--- src/sv/irpdt_pkg.sv ---
`timescale 1ns / 1ps
// ----------------------------------------------------------------------------
// irpdt_pkg
// Shared widths, register indexes, reset values and types of the IR
// pulse-distance transmitter.
// ----------------------------------------------------------------------------
package irpdt_pkg;

    localparam int PAYLOAD_W = 24;
    localparam int TICK_W    = 16;
    localparam int CFG_IDX_W = 3;

    localparam int PAYLOAD_BYTES_DEF = 3;

    // Configuration register indexes.
    localparam logic [CFG_IDX_W-1:0] CFG_LEAD_MARK  = 3'd0;
    localparam logic [CFG_IDX_W-1:0] CFG_LEAD_SPACE = 3'd1;
    localparam logic [CFG_IDX_W-1:0] CFG_BIT_MARK   = 3'd2;
    localparam logic [CFG_IDX_W-1:0] CFG_ONE_SPACE  = 3'd3;
    localparam logic [CFG_IDX_W-1:0] CFG_ZERO_SPACE = 3'd4;
    localparam logic [CFG_IDX_W-1:0] CFG_END_MARK   = 3'd5;
    localparam logic [CFG_IDX_W-1:0] CFG_GAP        = 3'd6;

    // Register values after reset.
    localparam logic [TICK_W-1:0] LEAD_MARK_RST  = 16'd70;
    localparam logic [TICK_W-1:0] LEAD_SPACE_RST = 16'd70;
    localparam logic [TICK_W-1:0] BIT_MARK_RST   = 16'd8;
    localparam logic [TICK_W-1:0] ONE_SPACE_RST  = 16'd26;
    localparam logic [TICK_W-1:0] ZERO_SPACE_RST = 16'd8;
    localparam logic [TICK_W-1:0] END_MARK_RST   = 16'd8;
    localparam logic [TICK_W-1:0] GAP_RST        = 16'd78;

    typedef struct packed {
        logic [TICK_W-1:0] lead_mark;
        logic [TICK_W-1:0] lead_space;
        logic [TICK_W-1:0] bit_mark;
        logic [TICK_W-1:0] one_space;
        logic [TICK_W-1:0] zero_space;
        logic [TICK_W-1:0] end_mark;
        logic [TICK_W-1:0] gap;
    } cfg_t;

    typedef struct packed {
        logic carrier_on;
        logic busy_res;
    } result_t;

endpackage

--- src/sv/irpdt_cfg.sv ---
`timescale 1ns / 1ps
// ----------------------------------------------------------------------------
// irpdt_cfg
// Configuration register file holding the seven phase durations.
// ----------------------------------------------------------------------------
module irpdt_cfg (
    input  logic                            clk,
    input  logic                            rst_n,
    input  logic                            wr_en,
    input  logic [irpdt_pkg::CFG_IDX_W-1:0] wr_index,
    input  logic [irpdt_pkg::TICK_W-1:0]    wr_data,
    output irpdt_pkg::cfg_t                 cfg
);

    irpdt_pkg::cfg_t cfg_reg;

    always_ff @(posedge clk or negedge rst_n)
    begin
        if (!rst_n)
        begin
            cfg_reg.lead_mark  <= irpdt_pkg::LEAD_MARK_RST;
            cfg_reg.lead_space <= irpdt_pkg::LEAD_SPACE_RST;
            cfg_reg.bit_mark   <= irpdt_pkg::BIT_MARK_RST;
            cfg_reg.one_space  <= irpdt_pkg::ONE_SPACE_RST;
            cfg_reg.zero_space <= irpdt_pkg::ZERO_SPACE_RST;
            cfg_reg.end_mark   <= irpdt_pkg::END_MARK_RST;
            cfg_reg.gap        <= irpdt_pkg::GAP_RST;
        end
        else if (wr_en)
        begin
            unique case (wr_index)
                irpdt_pkg::CFG_LEAD_MARK:  cfg_reg.lead_mark  <= wr_data;
                irpdt_pkg::CFG_LEAD_SPACE: cfg_reg.lead_space <= wr_data;
                irpdt_pkg::CFG_BIT_MARK:   cfg_reg.bit_mark   <= wr_data;
                irpdt_pkg::CFG_ONE_SPACE:  cfg_reg.one_space  <= wr_data;
                irpdt_pkg::CFG_ZERO_SPACE: cfg_reg.zero_space <= wr_data;
                irpdt_pkg::CFG_END_MARK:   cfg_reg.end_mark   <= wr_data;
                irpdt_pkg::CFG_GAP:        cfg_reg.gap        <= wr_data;
                default:
                begin
                end
            endcase
        end
    end

    assign cfg = cfg_reg;

endmodule

--- src/sv/irpdt_core.sv ---
`timescale 1ns / 1ps
// ----------------------------------------------------------------------------
// irpdt_core
// Input register and frame sequencer: phase timer, bit counter, payload
// store and carrier gate. Produces one result per processed item.
// ----------------------------------------------------------------------------
module irpdt_core #(
    parameter int PAYLOAD_BYTES = irpdt_pkg::PAYLOAD_BYTES_DEF
) (
    input  logic                            clk,
    input  logic                            rst_n,
    input  logic                            in_valid,
    output logic                            in_stall,
    input  logic                            action,
    input  logic [irpdt_pkg::PAYLOAD_W-1:0] payload,
    input  irpdt_pkg::cfg_t                 cfg,
    input  logic                            room,
    output logic                            push,
    output irpdt_pkg::result_t              push_data
);

    localparam int TOTAL_BITS = 16 * PAYLOAD_BYTES;
    localparam int BIT_W      = $clog2(TOTAL_BITS);
    localparam int TW         = irpdt_pkg::TICK_W;
    localparam int PW         = irpdt_pkg::PAYLOAD_W;

    typedef enum logic [2:0] {
        PH_IDLE,
        PH_LEAD_MARK,
        PH_LEAD_SPACE,
        PH_BIT_MARK,
        PH_BIT_SPACE,
        PH_END_MARK,
        PH_GAP
    } phase_t;

    // Input register.
    logic          in_valid_reg;
    logic          action_reg;
    logic [PW-1:0] payload_reg;

    // Sequencer state.
    phase_t           phase_reg, phase_next;
    logic [TW-1:0]    tick_reg, tick_next;
    logic [TW-1:0]    len_reg, len_next;
    logic [BIT_W-1:0] bit_reg, bit_next;
    logic             second_reg, second_next;
    logic [PW-1:0]    store_reg, store_next;
    logic             carrier_reg, carrier_next;

    logic             go;
    logic             take;
    logic [TW:0]      tick_inc;
    logic [BIT_W:0]   bit_inc;
    logic [BIT_W-4:0] byte_pos;
    logic [1:0]       byte_sel;
    logic [31:0]      store_ext;
    logic [7:0]       cur_byte;
    logic             cur_bit;

    assign go       = in_valid_reg && room;
    assign in_stall = in_valid_reg && !room;
    assign take     = in_valid && !in_stall;

    // Byte slot within the frame: even slots are true bytes, odd slots their
    // complements. Bytes are taken from the top of the store down.
    assign byte_pos  = bit_reg[BIT_W-1:3];
    assign byte_sel  = 2'(PAYLOAD_BYTES - 1 - int'(byte_pos >> 1));
    assign store_ext = {8'h00, store_reg};
    assign cur_byte  = byte_pos[0] ? ~store_ext[8*byte_sel +: 8] : store_ext[8*byte_sel +: 8];
    assign cur_bit   = cur_byte[3'd7 - bit_reg[2:0]];

    assign tick_inc = {1'b0, tick_reg} + 1'b1;
    assign bit_inc  = {1'b0, bit_reg} + 1'b1;

    always_comb
    begin
        phase_next   = phase_reg;
        tick_next    = tick_reg;
        len_next     = len_reg;
        bit_next     = bit_reg;
        second_next  = second_reg;
        store_next   = store_reg;
        carrier_next = carrier_reg;

        if (go)
        begin
            if (action_reg)
            begin
                if (phase_reg == PH_IDLE)
                begin
                    store_next   = payload_reg;
                    tick_next    = '0;
                    bit_next     = '0;
                    second_next  = 1'b0;
                    phase_next   = PH_LEAD_MARK;
                    len_next     = cfg.lead_mark;
                    carrier_next = 1'b1;
                end
            end
            else if (phase_reg != PH_IDLE)
            begin
                if (tick_inc < {1'b0, len_reg})
                begin
                    tick_next = tick_inc[TW-1:0];
                end
                else
                begin
                    tick_next = '0;
                    unique case (phase_reg)
                        PH_LEAD_MARK:
                        begin
                            phase_next   = PH_LEAD_SPACE;
                            len_next     = cfg.lead_space;
                            carrier_next = 1'b0;
                        end
                        PH_LEAD_SPACE:
                        begin
                            phase_next   = PH_BIT_MARK;
                            len_next     = cfg.bit_mark;
                            carrier_next = 1'b1;
                        end
                        PH_BIT_MARK:
                        begin
                            phase_next   = PH_BIT_SPACE;
                            len_next     = cur_bit ? cfg.one_space : cfg.zero_space;
                            carrier_next = 1'b0;
                        end
                        PH_BIT_SPACE:
                        begin
                            bit_next     = bit_inc[BIT_W-1:0];
                            carrier_next = 1'b1;
                            if (bit_inc >= (BIT_W+1)'(TOTAL_BITS))
                            begin
                                phase_next = PH_END_MARK;
                                len_next   = cfg.end_mark;
                            end
                            else
                            begin
                                phase_next = PH_BIT_MARK;
                                len_next   = cfg.bit_mark;
                            end
                        end
                        PH_END_MARK:
                        begin
                            phase_next   = PH_GAP;
                            len_next     = cfg.gap;
                            carrier_next = 1'b0;
                        end
                        PH_GAP:
                        begin
                            if (!second_reg)
                            begin
                                second_next  = 1'b1;
                                bit_next     = '0;
                                phase_next   = PH_LEAD_MARK;
                                len_next     = cfg.lead_mark;
                                carrier_next = 1'b1;
                            end
                            else
                            begin
                                phase_next   = PH_IDLE;
                                carrier_next = 1'b0;
                            end
                        end
                        default:
                        begin
                            phase_next   = PH_IDLE;
                            carrier_next = 1'b0;
                        end
                    endcase
                end
            end
        end
    end

    assign push                 = go;
    assign push_data.carrier_on = carrier_next;
    assign push_data.busy_res   = (phase_next != PH_IDLE);

    always_ff @(posedge clk or negedge rst_n)
    begin
        if (!rst_n)
        begin
            in_valid_reg <= 1'b0;
            phase_reg    <= PH_IDLE;
            tick_reg     <= '0;
            len_reg      <= '0;
            bit_reg      <= '0;
            second_reg   <= 1'b0;
            carrier_reg  <= 1'b0;
        end
        else
        begin
            if (take)
            begin
                in_valid_reg <= 1'b1;
            end
            else if (go)
            begin
                in_valid_reg <= 1'b0;
            end
            phase_reg   <= phase_next;
            tick_reg    <= tick_next;
            len_reg     <= len_next;
            bit_reg     <= bit_next;
            second_reg  <= second_next;
            carrier_reg <= carrier_next;
        end
    end

    always_ff @(posedge clk)
    begin
        if (take)
        begin
            action_reg  <= action;
            payload_reg <= payload;
        end
        store_reg <= store_next;
    end

endmodule

--- src/sv/irpdt_outq.sv ---
`timescale 1ns / 1ps
// ----------------------------------------------------------------------------
// irpdt_outq
// Two-entry result buffer: a head register that drives the output port and
// a skid register that catches a result while the head is stalled.
// ----------------------------------------------------------------------------
module irpdt_outq (
    input  logic               clk,
    input  logic               rst_n,
    input  logic               push,
    input  irpdt_pkg::result_t push_data,
    output logic               room,
    output logic               out_valid,
    input  logic               out_stall,
    output irpdt_pkg::result_t out_data
);

    logic [1:0]         count_reg;
    irpdt_pkg::result_t head_reg;
    irpdt_pkg::result_t skid_reg;
    logic               pop;

    assign out_valid = (count_reg != 2'd0);
    assign room      = (count_reg != 2'd2);
    assign pop       = out_valid && !out_stall;
    assign out_data  = head_reg;

    always_ff @(posedge clk or negedge rst_n)
    begin
        if (!rst_n)
        begin
            count_reg <= 2'd0;
        end
        else
        begin
            unique case ({push, pop})
                2'b10:   count_reg <= count_reg + 2'd1;
                2'b01:   count_reg <= count_reg - 2'd1;
                default: count_reg <= count_reg;
            endcase
        end
    end

    always_ff @(posedge clk)
    begin
        if (pop)
        begin
            // With two entries held no push can occur, so the skid moves up.
            head_reg <= (count_reg == 2'd2) ? skid_reg : push_data;
        end
        else if (push && count_reg == 2'd0)
        begin
            head_reg <= push_data;
        end
        if (push && !pop && count_reg == 2'd1)
        begin
            skid_reg <= push_data;
        end
    end

endmodule

--- src/sv/ir_pulse_distance_transmitter_unit.sv ---
`timescale 1ns / 1ps
// ----------------------------------------------------------------------------
// ir_pulse_distance_transmitter_unit
// Infrared pulse-distance frame transmitter with a gated carrier output.
// ----------------------------------------------------------------------------
// Each transfer on the input channel is either a time tick or a start
// command carrying the payload bytes. The block takes one item per clock
// cycle while in_stall is low; an item passes through the input register
// and the frame sequencer into the result buffer, whose head register
// drives the output. The result gives the carrier gate and the busy flag
// after the item. A two-entry result buffer lets input keep flowing while
// the output stalls, until both entries are held. Phase durations are
// written through the configuration channel, which is always ready; a
// write takes effect for phases that begin after it.
module ir_pulse_distance_transmitter_unit #(
    parameter int PAYLOAD_BYTES = irpdt_pkg::PAYLOAD_BYTES_DEF
) (
    input  logic                            clk,
    input  logic                            rst_n,
    input  logic                            in_valid,
    output logic                            in_stall,
    input  logic                            action,
    input  logic [irpdt_pkg::PAYLOAD_W-1:0] payload,
    output logic                            out_valid,
    input  logic                            out_stall,
    output logic                            carrier_on,
    output logic                            busy_res,
    input  logic                            cfg_valid,
    output logic                            cfg_ready,
    input  logic [irpdt_pkg::CFG_IDX_W-1:0] cfg_index,
    input  logic [irpdt_pkg::TICK_W-1:0]    cfg_data
);

    irpdt_pkg::cfg_t    cfg;
    irpdt_pkg::result_t push_data;
    irpdt_pkg::result_t out_data;
    logic               push;
    logic               room;

    assign cfg_ready = 1'b1;

    irpdt_cfg u_cfg (
        .clk      (clk),
        .rst_n    (rst_n),
        .wr_en    (cfg_valid && cfg_ready),
        .wr_index (cfg_index),
        .wr_data  (cfg_data),
        .cfg      (cfg)
    );

    irpdt_core #(
        .PAYLOAD_BYTES (PAYLOAD_BYTES)
    ) u_core (
        .clk       (clk),
        .rst_n     (rst_n),
        .in_valid  (in_valid),
        .in_stall  (in_stall),
        .action    (action),
        .payload   (payload),
        .cfg       (cfg),
        .room      (room),
        .push      (push),
        .push_data (push_data)
    );

    irpdt_outq u_outq (
        .clk       (clk),
        .rst_n     (rst_n),
        .push      (push),
        .push_data (push_data),
        .room      (room),
        .out_valid (out_valid),
        .out_stall (out_stall),
        .out_data  (out_data)
    );

    assign carrier_on = out_data.carrier_on;
    assign busy_res   = out_data.busy_res;

endmodule

--- config.mk ---
export PLATFORM = sky130hd
export DESIGN_NAME = ir_pulse_distance_transmitter_unit
export DESIGN_NICKNAME = d
export VERILOG_FILES = /design/src/sv/irpdt_pkg.sv /design/src/sv/irpdt_cfg.sv /design/src/sv/irpdt_core.sv /design/src/sv/irpdt_outq.sv /design/src/sv/ir_pulse_distance_transmitter_unit.sv
export SDC_FILE = /design/constraint.sdc
export NUM_CORES = 1
export LEC_CHECK = 0
export ABC_AREA = 0
export BUFFER_PORTS_ARGS = -buffer_cell sky130_fd_sc_hd__buf_2
export CORE_UTILIZATION = 61
export CTS_CLUSTER_SIZE = 8
export DETAILED_ROUTE_END_ITERATION = 10
export PLACE_DENSITY_LB_ADDON = 0.3
export SLEW_MARGIN = 20
export SYNTH_ARGS = -nofsm -noshare
export SYNTH_HDL_FRONTEND = slang
export SYNTH_SLANG_ARGS = --single-unit
--- constraint.sdc ---
create_clock -name clk -period 3.8 [get_ports clk]
set_input_delay 0.19 -clock clk [delete_from_list [all_inputs] [get_ports clk]]
set_output_delay 0.19 -clock clk [all_outputs]
set_load 0.01 [all_outputs]
# Word level (Yosys, flattened, before mapping)
# Index checks and enable logic that the tools add are counted.
# W data, S select, Z words.
[word_totals]
latch_bits = 0
input_bits = 49
register_bits = 211
mem_bits_ro = 0
out_inout_bits = 5
wordCells = 137
ramBits = 0
mem_count = 0
[classes]
reduce_logical = 37
n_shift = 1
n_mux = 47
n_lt_le_gt_ge = 3
mul = 0
bitwise = 1
n_eq_ne = 20
n_addsub = 6
div = 0
[op_table]
columns = ["operator", "n"]
rows = [
  ["$mux W16", 11],
  ["$pmux W16 S6", 1],
  ["$shiftx A32 B6 Y8", 1],
  ["$mux W6", 5],
  ["$eq A3 B3 Y1 const B", 6],
  ["$mux W3", 6],
  ["$pmux W3 S6", 1],
  ["$add A16 B1 Y17 const B", 1],
  ["$lt A17 B16 Y1", 1],
  ["$mux W1", 15],
  ["$reduce_and A2 Y1", 7],
  ["$eq A3 B2 Y1 const B", 4],
  ["$pmux W6 S2", 1],
  ["$reduce_and A6 Y1", 2],
  ["$reduce_bool A2 Y1", 6],
  ["$reduce_bool A3 Y1", 3],
  ["$mux W8", 1],
  ["$not A8 Y8", 1],
  ["$add A6 B1 Y7 const B", 1],
  ["$ge A7 B6 Y1 const B", 1],
  ["$logic_and A1 B1 Y1", 7],
  ["$reduce_bool A7 Y1", 1],
  ["$eq A3 B1 Y1 const B", 2],
  ["$logic_not A3 Y1", 2],
  ["19 further kinds", 28],
]

# Longest topological paths before layout
[depth]
word_depth = 11
mapped_depth = 13
ltp_nobuf = 12

# Modules after synthesis
# From an unflattened synthesis, not the netlist that was laid out.
[hier_totals]
cells_unflattened = 951
hier_area_um2 = 11162.0
[modules_own_cells]
columns = ["mod", "n_inst", "cells_each", "seq_area_each_um2", "area_per_inst_um2"]
rows = [
  ["irpdt_core", 1, 677, 2572.5, 6487.5],
  ["irpdt_cfg", 1, 245, 2822.7, 4324.1],
  ["irpdt_outq", 1, 27, 170.2, 339.1],
  ["ir_pulse_distance_transmitter_unit", 1, 2, 0.0, 11.3],
]

# Least setup slack after synthesis
# No wires, ideal clock.
[synth_path]
path_type = "reg2reg"
startpoint = "reg u_core.tick_reg[2]"
endpoint = "reg u_core.bit_reg[4]"
slack_ns = 0.773
period_less_slack_ns = 3.027
setup_time_ns = 0.095
n_path_buf = 0
path_stages_with_launch = 13
arrival_ns = 2.931
t_required_ns = 3.705
path_cell_list = "dfrtp_1 > and4_1 > and3_1 > nand4_1 > xnor2_1 > ha_1 > nand4_1 > nor4_1 > a32oi_1 > nand2_1 > a21oi_2 > or4_4 > o31ai_1"
[synth_between]
elab_chain_cells = 4
[synth_lines]
columns = ["item", "line", "text"]
rows = [
  ["from (decl)", "irpdt_core.sv:44", "logic [TW-1:0] tick_reg, tick_next;"],
  ["from (signal assigned)", "irpdt_core.sv:204", "tick_reg <= tick_next;"],
  ["$add A16 B1 Y17", "irpdt_core.sv:73", "assign tick_inc = {1'b0, tick_reg} + 1'b1;"],
  ["$lt A17 B16 Y1", "irpdt_core.sv:103", "if (tick_inc < {1'b0, len_reg})"],
  ["$ne A2 B1 Y1 (no line)", "-", ""],
  ["$reduce_and A6 Y1 (no line)", "-", ""],
  ["to (signal assigned)", "irpdt_core.sv:206", "bit_reg <= bit_next;"],
  ["to (decl)", "irpdt_core.sv:46", "logic [BIT_W-1:0] bit_reg, bit_next;"],
]
# No other way between the ends.
# A chain may end at the register's enable or synchronous reset.

# Worst setup path in the final report
[layout_path]
startpoint = "reg u_core.tick_reg[2]"
endpoint = "reg u_core.bit_reg[5]"
# The elaborated chain is that of the path after synthesis.

==> out/qor.yml <==
synthesis:
  yosys-top-cells-area: "dfrtp_1, edfxtp_1, mux2_2, dfstp_2, ha_1"
  synth.largest_area_cell: "dfrtp_1"
  synth.most_common_cell: "dfrtp_1"
  async_flop_share_pct: 74.9
  synth_top_family_by_area: "multiplexers"
  yosysSeqAreaShare_pct: 54.1
  synth_xor_area_share_pct: 1.53
  synth_edf_count: 53
  avgSynthCellArea_um2: 11.7
  syn_nets: 954
  synth_top_cell_area_share_pct: 34.6
  synthMuxAreaShare_pct: 15.8
  netlist_area_um2: 10300
  synth_compound_area_share_pct: 12.6
  syn_inst: 881
  synth-simple-area-share_pct: 9.87
  ys.warnings.count: 0
  yosysUniqueCellTypes: 58
  synth-adder-area-share_pct: 2.92
  yosys-top-cells-count: "dfrtp_1, mux2_2, a21oi_1, nor2_1, edfxtp_1"
  synth_ff_type: "dfrtp_1"
  ys_ff_latch: 211
critical_path:
  reg2reg_to: "u_core.bit_reg[5]"
  start_kind: "register"
  ff2ff_path_depth: 12
  r2r_setup_slack_ns: 0.24
  crit_path_end_kind: "register"
  worstPathMaxFanout: 18
  r2r-start: "u_core.tick_reg[2]"
  worst-setup-path-type: "reg2reg"
  cp.arrival_ns: 3.98
  cp_data_required_time_ns: 4.22
power:
  vdd_drop_max_v: 0.000467
  total_power_uw: 6870
  p_leak_uw: 0.00499
  p_per_area_nw_per_um2: 568
global_route:
  overflow: 0
  gr-usage-all-layers_pct: 30.2
  grt_pass1_vias: 7696
  grt_pass1_wl_mm: 41.1
  grt_max_degree: 109
  antenna_found_initial: 0
run_status:
  status: "finished clean"
die:
  floorplan.core_area_um2: 16500
  die_h_um: 132
  dieArea_um2: 17400
  die_w_um: 132
  io_pins: 54
  start_util_pct: 62.2
  rows: 47
routing:
  wl_per_cell_um: 21.2
  vias: 7726
  drc: 0
  first_pass_iters: 5
  ant_nets: 0
  drt_iter0_markers: 881
  via_per_inst: 6.36
  routed_wl_mm: 25.7
finish:
  nNetsFinal: 1045
  antenna_cells: 0
  syn2layout_area_growth_pct: 17.7
  largest_reg_flops: 112
  drive_above_1_share_pct: 25.9
  num-fill-cells: 1109
clock_network:
  clk_pin_slew_worst_paths_ns: 0.05
  cts_setup_buffers: 0
  htreeDepth: 1
  cts.sinks: 211
  cts_tree: "built"
  cts_buffers: 30
  clockBufferDepth: 3
  cts-root-buf: "clkbuf_16"
  clk_latency_ns: 0.53
min_path:
  holdCritStartpoint: "cfg_data[7]"
  holdCritPathClass: "in2reg"
  min_path_cells: 2
  holdPathEnd: "u_cfg.cfg[103]"
sta:
  fmax_mhz: 281
  holdWs_ns: 0.0296
  tns_ns: 0
  skew_ns: 0.0109
  min_period_ns: 3.56
  worstMarginPinSlew_ns: 1.04
  rsz0062_at_grt: "no"
  setup_viol: 0
  slew_headroom_pct: 30.4
  maxSlewViolCount: 0
  min_period_over_period_pct: 93.7
  final_hold_viol_count: 0
placement:
  routabilityCongestion: 0.884
  io_buffers: 52
  dp_hpwl_mm: 14.6
job:
  maxCapViolCount: 0
stage by stage:
step           setup WS (ns)  utilization, %  std cells  cell area (µm²)
6_report               0.240            73.2       1215            12100
5_1_grt               0.0381            73.2       1215            12100
4_1_cts                0.102            73.0       1214            12100
3_5_place_dp           0.161            65.3       1118            10800
3_3_place_gp           0.320            65.3       1118            10800
2_1_floorplan          0.773               -        881            10300
layer usage:
metal | vias up | wire, µm | GRT usage (%)
met5 | - | 0 | 0
met4 | 0 | 836 | 12.3
met3 | 77 | 1960 | 4.84
met2 | 366 | 12000 | 48.0
met1 | 3812 | 10900 | 41.8
li1 | 3471 | - | -
cell type report:
cell class                      count  area [µm²]  share of cell area, %
Inverter                           22        82.6                  0.683
Timing Repair Buffer              116         860                   7.11
Clock inverter                      1        7.51                 0.0621
Sequential cell                   211        5570                   46.0
Clock buffer                       54         862                   7.13
Tap cell                          220         275                   2.28
Multi-Input combinational cell    591        4450                   36.7
timing repair:
| action | CTS | global route |
|---|---|---|
| hold buffers | 41 | 0 |
| hold endpoints to repair | 206 | 0 |
| setup endpoints to repair | 0 | 9 |
| resized for setup | 0 | 3 |
how the worst max path moves through the flow:
stage / endpoint / cells past startpoint / from / slack, ns
2_1_floorplan: u_core.bit_reg[4] / 12 / u_core.tick_reg[2] / 0.77
3_3_place_gp: u_outq.out_data[0] / 12 / u_core.tick_reg[2] / 0.32
3_5_place_dp: u_outq.out_data[0] / 12 / u_core.tick_reg[2] / 0.16
4_1_cts: u_outq.out_data[0] / 12 / u_core.tick_reg[2] / 0.10
5_1_grt: u_core.bit_reg[5] / 12 / u_core.tick_reg[2] / 0.04
6_report: u_core.bit_reg[5] / 12 / u_core.tick_reg[2] / 0.24
cells by family (layout without fill, tap and decap cells):
group / Yosys count / after routing
buf+inv: 79 / 193
mux: 143 / 143
compound gates: 203 / 203
flops: 211 / 211
fa+ha+maj: 24 / 24
simple gates: 202 / 202
xor+xnor: 18 / 18
other cells: 1 / 1
layout by cell type (no fill, tap or decap), types with 17 or more instances in the layout:
cell type,count
nor2_1,53
nand3b_1,17
ha_1,24
clkbuf_16,31
buf_4,22
edfxtp_1,53
clkbuf_1,23
a21oi_1,58
dfrtp_1,142
inv_1,20
nor3_1,19
buf_2,51
o21ai_0,48
nand3_1,29
mux2_2,113
mux2i_1,26
nand2_1,39
a31oi_1,35
dlygate4sd3_1,41
report_power, final:
group / total (µW) / switching (µW) / internal, µW
registers: 3070 / 263 / 2800
logic: 1360 / 741 / 620
clock network: 2450 / 941 / 1510
total: 6870 / 1940 / 4930
worst max-delay path, stage by stage (launching register included):
cell and delay [ns]:
dfrtp_1 0.43, and4_1 0.31, and3_1 0.23, nand4_1 0.14, xnor2_1 0.18, ha_1 0.31, nand4_1 0.12, nor4_1 0.34
a32oi_1 0.21, nand2_2 0.18, a21oi_4 0.18, or4_4 0.59, o41ai_2 0.23
No activity file was read; power rests on OpenSTA's default activity.
